===== src/rtl/cbsc_pkg.sv =====
package cbsc_pkg;
   localparam int MAX_SUBBOXES_DEF = 16;
   localparam logic [15:0] TIME_STEP_RESET = 16'd1092;
   localparam logic [1:0] OP_CLEAR = 2'd0;
   localparam logic [1:0] OP_ADD_MOVER = 2'd1;
   localparam logic [1:0] OP_ADD_OBST = 2'd2;
   localparam logic [1:0] OP_QUERY = 2'd3;
   localparam logic signed [33:0] Q_MIN = -34'sd2147483648;
   localparam logic signed [33:0] Q_MAX = 34'sd2147483647;

   function automatic logic signed [31:0] sat32(input logic signed [33:0] v);
      logic signed [33:0] r;
      begin
         r = v;
         if (v < Q_MIN) r = Q_MIN;
         else if (v > Q_MAX) r = Q_MAX;
         return r[31:0];
      end
   endfunction

   function automatic logic signed [31:0] sadd(input logic signed [31:0] a,
                                             input logic signed [31:0] b);
      return sat32(34'(a) + 34'(b));
   endfunction

   typedef struct packed {
      logic load_query;
      logic delta_go;
      logic delta_sel;
      logic trial_set;
      logic pair_clr;
      logic pair_go;
   } ctl_type;

   typedef struct packed {
      logic bound_ok;
      logic pair_hit;
      logic pair_last;
      logic vel_x_nz;
      logic vel_y_nz;
   } sts_type;
endpackage


===== src/rtl/cbsc_ctrl.sv =====
module cbsc_ctrl import cbsc_pkg::*; (
   input  logic clock,
   input  logic reset,
   input  logic start,
   input  logic [1:0] op,
   input  sts_type sts,
   output ctl_type ctl,
   output logic busy,
   output logic done,
   output logic hit_x,
   output logic hit_y
);
   localparam logic [2:0] S_IDLE = 3'd0;
   localparam logic [2:0] S_MUL = 3'd1;
   localparam logic [2:0] S_TRIAL = 3'd2;
   localparam logic [2:0] S_BOUND = 3'd3;
   localparam logic [2:0] S_WALK = 3'd4;
   localparam logic [2:0] S_DRAIN = 3'd5;
   localparam logic [2:0] S_NEXT = 3'd6;
   localparam logic [2:0] S_DONE = 3'd7;

   logic [2:0] st_ff, st_in;
   logic axis_ff, axis_in, hx_ff, hx_in, hy_ff, hy_in;

   always_comb begin
      st_in = st_ff; axis_in = axis_ff; hx_in = hx_ff; hy_in = hy_ff;
      ctl = '0;
      ctl.delta_sel = axis_ff;
      unique case (st_ff)
         S_IDLE: begin
            if (start && op == OP_QUERY) begin
               ctl.load_query = 1'b1; st_in = S_NEXT; axis_in = 1'b0;
               hx_in = 1'b0; hy_in = 1'b0;
            end
         end
         S_NEXT: begin
            if ((axis_ff ? sts.vel_y_nz : sts.vel_x_nz)) begin
               ctl.delta_go = 1'b1; st_in = S_MUL;
            end else if (axis_ff) st_in = S_DONE;
            else axis_in = 1'b1;
         end
         S_MUL: begin
            ctl.trial_set = 1'b1; st_in = S_TRIAL;
         end
         S_TRIAL: begin
            ctl.pair_clr = 1'b1; st_in = S_BOUND;
         end
         S_BOUND: begin
            if (sts.bound_ok) st_in = S_WALK;
            else if (axis_ff) st_in = S_DONE;
            else begin
               axis_in = 1'b1; st_in = S_NEXT;
            end
         end
         S_WALK: begin
            ctl.pair_go = 1'b1;
            st_in = S_DRAIN;
         end
         S_DRAIN: begin
            if (sts.pair_hit || sts.pair_last) begin
               if (sts.pair_hit) begin
                  if (axis_ff) hy_in = 1'b1; else hx_in = 1'b1;
               end
               ctl.pair_clr = 1'b1;
               if (axis_ff) st_in = S_DONE;
               else begin
                  axis_in = 1'b1; st_in = S_NEXT;
               end
            end else begin
               // pairs issued past the last one are flushed by pair_clr
               ctl.pair_go = 1'b1;
            end
         end
         S_DONE: st_in = S_IDLE;
         default: st_in = S_IDLE;
      endcase
   end

   always_ff @(posedge clock) begin
      if (reset) begin
         st_ff <= S_IDLE; axis_ff <= 1'b0; hx_ff <= 1'b0; hy_ff <= 1'b0;
      end else begin
         st_ff <= st_in; axis_ff <= axis_in; hx_ff <= hx_in; hy_ff <= hy_in;
      end
   end
   assign busy = st_ff != S_IDLE;
   assign done = st_ff == S_DONE;
   assign hit_x = hx_ff;
   assign hit_y = hy_ff;
endmodule


===== config.mk =====
export PLATFORM = sky130hd
export DESIGN_NAME = cbsc_ctrl
export DESIGN_NICKNAME = d
export VERILOG_FILES = /design/src/rtl/cbsc_pkg.sv /design/src/rtl/cbsc_ctrl.sv
export SDC_FILE = /design/constraint.sdc
export NUM_CORES = 1
export LEC_CHECK = 0
export ABC_CLOCK_PERIOD_IN_PS = 1800
export BUFFER_PORTS_ARGS = -buffer_cell sky130_fd_sc_hd__buf_2
export CAP_MARGIN = 10
export CORE_AREA = 2 2 39 41
export DETAILED_ROUTE_END_ITERATION = 6
export DIE_AREA = 0 0 41 43
export PLACE_DENSITY = 0.6
export SLEW_MARGIN = 20
export SYNTH_ARGS = -nofsm -noshare
export SYNTH_HDL_FRONTEND = slang
export SYNTH_SLANG_ARGS = --single-unit

===== constraint.sdc =====
create_clock -name clock -period 1.8 [get_ports clock]
set_clock_uncertainty 0.2 [all_clocks]
set_input_delay 0.18 -clock clock [delete_from_list [all_inputs] [get_ports clock]]
set_output_delay 0.18 -clock clock [all_outputs]
set_load 0.01 [all_outputs]

==> results of run 1 <==
## through the flow
step            TNS [ns]  hold WS [ns]  utilization [%]  total power, mW
2_1_floorplan          0       0.04907                -           0.3604
5_1_grt        -0.008779       0.08422            44.21           0.6218
6_report               0       0.06967            44.21           0.5784
3_3_place_gp           0        0.2344            40.69           0.4433
4_1_cts                0       0.05755            43.67           0.5773
3_5_place_dp           0        0.2403            40.69           0.4447
## area by class of cell
type | instances | area, µm² | area share, %
Clock buffer | 3 | 22.52 | 3.681
Inverter | 5 | 18.77 | 3.067
Multi-Input combinational cell | 42 | 284.0 | 46.42
Sequential cell | 6 | 123.9 | 20.25
Tap cell | 16 | 20.02 | 3.272
Timing Repair Buffer | 25 | 142.6 | 23.31
## power groups by stage
stage	Clock [mW]	Combinational [mW]	Sequential, mW
floorplan	0	0.186	0.174
global placement	0	0.261	0.183
detailed placement	0	0.262	0.183
CTS	0.125	0.271	0.181
global route	0.127	0.307	0.187
finish	0.116	0.279	0.184
## worst max-delay path by stage
stage	to	slack [ns]
2_1_floorplan	ctl[5]	0.35
3_3_place_gp	ctl[5]	0.20
3_5_place_dp	axis_ff	0.17
4_1_cts	ctl[5]	0.03
5_1_grt	ctl[5]	-0.009
6_report	ctl[5]	0.05
## layer usage
metal | up-vias | part of all wire, % | global-route usage (%)
met1 | 223 | 44 | 17.21
met4 | 0 | 0.90 | 10.00
met2 | 16 | 49 | 21.56
met5 | - | 0 | 0
li1 | 255 | - | -
met3 | 2 | 6.8 | 2.094
## registers in the layout, indices dropped and copies added, names as in the netlist
register  cells
axis_ff       1
hit_x         1
hit_y         1
st_ff         3
## synth_stat cells (all sizes together)
cell type,instances
nand2,3
a21oi,3
nor2,10
or3,1
inv,5
nor3b,1
and2b,1
a2111oi,1
buf,4
nor2b,1
a21o,1
a32oi,2
a222oi,1
and3,3
o21a,1
o2bb2ai,1
dfxtp,6
nor4b,1
o211ai,1
a21boi,1
o32ai,1
nand2b,2
o221ai,1
nor3,1
o311a,1
mux2,1
o21ai,2
## repair_timing
| action | in CTS | in global routing |
|---|---|---|
| hold buffers | 1 | 0 |
| endpoints found under the hold margin | 6 | 0 |
| endpoints found under the setup margin | 1 | 1 |
| resized for setup | 2 | 2 |
| buffers inserted | 0 | 0 |
## worst max-delay path, delay by kind of cell (launching register included)
family / cells / cell delay, ns
and+or+nand+nor: 2 / 0.54
buffers and inverters: 2 / 0.23
DFF: 1 / 0.37
## logic make-up (layout without fill, tap and decap cells)
group / Yosys count / in the layout / synth area share (%)
DFF: 6 / 6 / 27.59
and+or+nand+nor: 24 / 24 / 29.03
buffers and inverters: 9 / 33 / 10.06
muxes: 1 / 1 / 2.586
AOI/OAI and AO/OA: 17 / 17 / 30.75
==> flow_summary.json, run 1 <==
{
  "placementRows": 14,
  "diodes": 0,
  "clk_latency_ns": 0.24,
  "dp_cells": 93,
  "dieArea_mm2": 0.001763,
  "switching_share_pct": 35.35,
  "power_leakage_nw": 0.3026,
  "synth.top_cells.by_area": "dfxtp_1 (28%), nor2_1 (8.6%), and3_1 (4.3%)",
  "drive_above_1_share_pct": 40.74,
  "stdcell_area_um2": 611.8,
  "track_usage_pct": 14.20,
  "endpoint_kind": "primary output",
  "status": "completed",
  "syn_avg_cell_area_um2": 7.639,
  "ant_nets": 0,
  "p_switching_mw": 0.2045,
  "p_int_mw": 0.3740,
  "grt_remaining_overflow": 0,
  "final_common_cell": "buf_2",
  "max_slew_margin_pct": 79.68,
  "area_growth_pct": 40.52,
  "critPathLaunch": "st_ff[0]",
  "wl_mm": 1.107,
  "yosys_register_bits": 6,
  "tightestPinTransition_ns": 0.3048,
  "rr_startpoint": "st_ff[1]",
  "min_to": "hit_x",
  "ys_types": 28,
  "finalNonFillerCells": 97,
  "pin_count": 20,
  "startpoint_type": "register",
  "cts_tree": "done",
  "grt_max_degree": 12,
  "slew_violations": 0,
  "cpPeakStageDelay_ns": 0.38,
  "worst_slack_ns": 0.05376,
  "hold_class": "in -> reg",
  "cp.arrival_ns": 1.37,
  "ir_drop_v": 0.0005118,
  "grt_pass1_wl_mm": 1.725,
  "worstSetupPathType": "reg -> out",
  "cts_inserted_buffers": 3,
  "fmax_mhz": 572.7,
  "gp_congestion": 0.7707,
  "syn_nets": 67,
  "path_cells": "or3_4, nand2b_4, inv_1, buf_2",
  "start_util_pct": 31.46,
  "finalSetupViolCount": 0,
  "h-tree-depth": 1,
  "grt_antenna_before_repair": 0,
  "port_buffers": 19,
  "cts_max_path_buffers": 2,
  "ff2ff_setup_slack_ns": 0.18,
  "synth_area_um2": 435.4,
  "final_cell_mix": "buf_2 (19), nor2_1 (10), inv_1 (5), dfxtp_1 (5), buf_4 (5)",
  "fin_crit_ns": 1.746,
  "n_fill_cell": 146,
  "cts.reportedPaths.clkPinSlew_ns": 0.04,
  "vias": 496,
  "seq_area_frac_synth_pct": 27.59,
  "p_seq_share_pct": 31.8,
  "reg2reg_to": "axis_ff",
  "die_x_um": 41,
  "drtPass1Iterations": 4,
  "post-dp-hpwl_um": 867,
  "clockRootBuffer": "clkbuf_4",
  "powerDensity_mw_per_mm2": 945.4,
  "core_area_mm2": 0.001384,
  "nets": 93,
  "clkPwrFrac_pct": 20.0,
  "ff2ff_path_depth": 3,
  "min_path_cells": 3,
  "maxCapViolCount": 0,
  "pwr-share-comb_pct": 48.2,
  "avgViaCountPerCell": 5.113,
  "worst_ep_required_time_ns": 1.42,
  "die_y_um": 43,
  "grt_pass1_vias": 430,
  "drc_errors": 0,
  "pre_cts_ws_ns": 0.1678,
  "crit_slowest_cell": "or3_4",
  "ys_warn_count": 0,
  "synth_top_cell_by_area": "dfxtp_1",
  "routedWlPerCell_um": 11.41,
  "hold_viol": 0,
  "initialDrtViolationCount": 10,
  "cts_sinks": 6,
  "dpl_cell_area_um2": 563.0,
  "path_max_fanout": 11,
  "fin_crit_sh_pct": 97.01,
  "post-synth-top-area-fraction_pct": 27.59,
  "worst_hold_startpoint": "sts[3]",
  "netlist_instances": 57
}
Note: power is estimated with default switching activity, not from simulation.
==> run 2: changes to the inputs <==
--- a/config.mk
+++ b/config.mk
@@ -5,13 +5,16 @@
 export SDC_FILE = /design/constraint.sdc
 export NUM_CORES = 1
 export LEC_CHECK = 0
+export ABC_AREA = 1
 export ABC_CLOCK_PERIOD_IN_PS = 1800
 export BUFFER_PORTS_ARGS = -buffer_cell sky130_fd_sc_hd__buf_2
 export CAP_MARGIN = 10
-export CORE_AREA = 2 2 39 41
+export CELL_PAD_IN_SITES_DETAIL_PLACEMENT = 0
+export CELL_PAD_IN_SITES_GLOBAL_PLACEMENT = 2
+export CORE_MARGIN = 2
+export CORE_UTILIZATION = 20
 export DETAILED_ROUTE_END_ITERATION = 6
-export DIE_AREA = 0 0 41 43
-export PLACE_DENSITY = 0.6
+export PLACE_DENSITY = 0.74
 export SLEW_MARGIN = 20
 export SYNTH_ARGS = -nofsm -noshare
 export SYNTH_HDL_FRONTEND = slang
==> flow_summary.json, run 2 <==
{
  "powerDensity_mw_per_mm2": 1609,
  "grt_max_degree": 11,
  "cts_tree": "done",
  "cp.arrival_ns": 1.26,
  "synth_top_cell_by_area": "dfxtp_1",
  "synth.most_common_cell": "nand2_1",
  "endpoint_kind": "primary output",
  "avgViaCountPerCell": 4.410,
  "grt_pass1_vias": 521,
  "area_growth_pct": 32.53,
  "port_buffers": 19,
  "track_usage_pct": 10.98,
  "cts.reportedPaths.clkPinSlew_ns": 0.05,
  "start_util_pct": 21.04,
  "grt_setup_unrepaired": "false",
  "regMostFlops": "st_ff",
  "status": "completed",
  "ys_types": 18,
  "dieArea_mm2": 0.002729,
  "grt_antenna_before_repair": 0,
  "largest_reg_flops": 3,
  "path_max_fanout": 7,
  "die_x_um": 52.24,
  "post-dp-hpwl_mm": 1.089,
  "drive_above_1_share_pct": 28.30,
  "cts_max_path_buffers": 2,
  "initialDrtViolationCount": 15,
  "pin_count": 20,
  "fin_crit_sh_pct": 90.87,
  "synth.top_cells.by_area": "dfxtp_1 (26%), nand2_1 (19%), nor2_1 (14%)",
  "fin_crit_ns": 1.636,
  "clockRootBuffer": "clkbuf_4",
  "worst_ep_required_time_ns": 1.42,
  "placementRows": 17,
  "path_cells": "inv_2, nor2_1, nand3_1, o21ai_0, buf_2",
  "ir_drop_v": 0.0004163,
  "syn_nets": 95,
  "synth_enable_flop_cells": 0,
  "crit_slowest_cell": "dfxtp_1",
  "vias": 591,
  "ant_nets": 0,
  "post-synth-top-area-fraction_pct": 25.81,
  "grt_pass1_wl_mm": 2.208,
  "cpPeakStageDelay_ns": 0.47,
  "finalSetupViolCount": 0,
  "synth_ff_type": "dfxtp_1",
  "finalPower_mw": 0.9923,
  "hold_viol": 0,
  "slew_violations": 0,
  "drc_errors": 0,
  "tightestPinTransition_ns": 0.2660,
  "worst_slack_ns": 0.1644,
  "tns_ns": 0,
  "die_y_um": 52.24,
  "worstSetupPathType": "reg -> out",
  "fmax_mhz": 611.4,
  "netlist_instances": 85,
  "final_cell_mix": "nand2_1 (24), buf_2 (19), nor2_1 (17)",
  "power_leakage_nw": 0.3433,
  "cts_inserted_buffers": 3,
  "ys_warn_count": 0,
  "seq_area_frac_synth_pct": 25.81,
  "synthArstFlopShare_pct": 0,
  "wl_mm": 1.323,
  "ff2ff_setup_slack_ns": 0.39,
  "clk_latency_ns": 0.25,
  "final_common_cell": "nand2_1",
  "synth_area_um2": 465.4,
  "syn_avg_cell_area_um2": 5.476,
  "cts_sinks": 6,
  "drtPass1Iterations": 4,
  "maxCapViolCount": 0,
  "core_area_mm2": 0.002212,
  "startpoint_type": "register",
  "yosys_register_bits": 6,
  "synth_common_cells": "nand2_1 (24), nor2_1 (17), inv_1 (12)",
  "nets": 118,
  "gp_congestion": 0.8684,
  "diodes": 0,
  "h-tree-depth": 1,
  "pre_cts_ws_ns": 0.3149,
  "max_slew_margin_pct": 82.24,
  "hold_class": "in -> reg",
  "grt_remaining_overflow": 0,
  "routedWlPerCell_um": 9.873
}
==> run 2: path summary, 6_finish.rpt <==
path            start        to  depth (start not counted)
max          st_ff[0]    ctl[0]                          5
min            sts[4]  st_ff[1]                          4
min reg2reg     hit_x     hit_x                          2
max reg2reg  st_ff[0]     hit_y                          7
==> run 2: logic make-up after synthesis <==
| kind of cell | Yosys count | synth area share [%] |
|---|---|---|
| buf+inv | 17 | 14.78 |
| simple gates | 53 | 48.39 |
| flops | 6 | 25.81 |
| compound gates | 9 | 11.02 |
==> run 2: metal layers <==
metal | track usage [%] | part of all wire (%)
met4 | 3.846 | 1.3
met1 | 14.41 | 47
met2 | 17.51 | 49
met5 | 0 | 0
met3 | 2.571 | 2.6
==> run 2: power breakdown <==
| group | leakage [nW] | total (mW) | internal [mW] | switching, mW |
|---|---|---|---|---|
| sequential | 0.0497 | 0.282 | 0.192 | 0.0893 |
| clock | 0.0138 | 0.128 | 0.0757 | 0.0524 |
| combinational | 0.280 | 0.583 | 0.216 | 0.367 |
==> run 2: cell type report <==
cell class	count	area, µm²
Tap cell	28	35.03
Timing Repair Buffer	20	105.1
Fill cell	277	1595
Multi-Input combinational cell	62	276.5
Clock buffer	3	22.52
Sequential cell	6	121.4
Inverter	15	56.30
==> run 2: critical path, delay by kind of cell (launching register included) <==
family	cells	cell delay, ns
compound gates	1	0.10
buf+inv	2	0.24
flops	1	0.47
simple gates	2	0.21
==> run 2: what timing repair did <==
action,4_1_cts,5_1_grt
hold endpoints to repair,1,0
hold buffers,1,0
resized for setup,0,1
setup buffers,0,0
endpoints found under the setup margin,0,1
==> run 2: per-stage QoR <==
stage	area [µm²]	util, %	hold slack (ns)	cells
6_report	616.8	27.88	0.04521	134
5_1_grt	616.8	27.88	0.05783	134
4_1_cts	615.6	27.83	0.04527	134
3_5_place_dp	583.1	26.36	0.1705	130
3_3_place_gp	583.1	26.36	0.1764	130
2_1_floorplan	465.4	-	0.04907	85
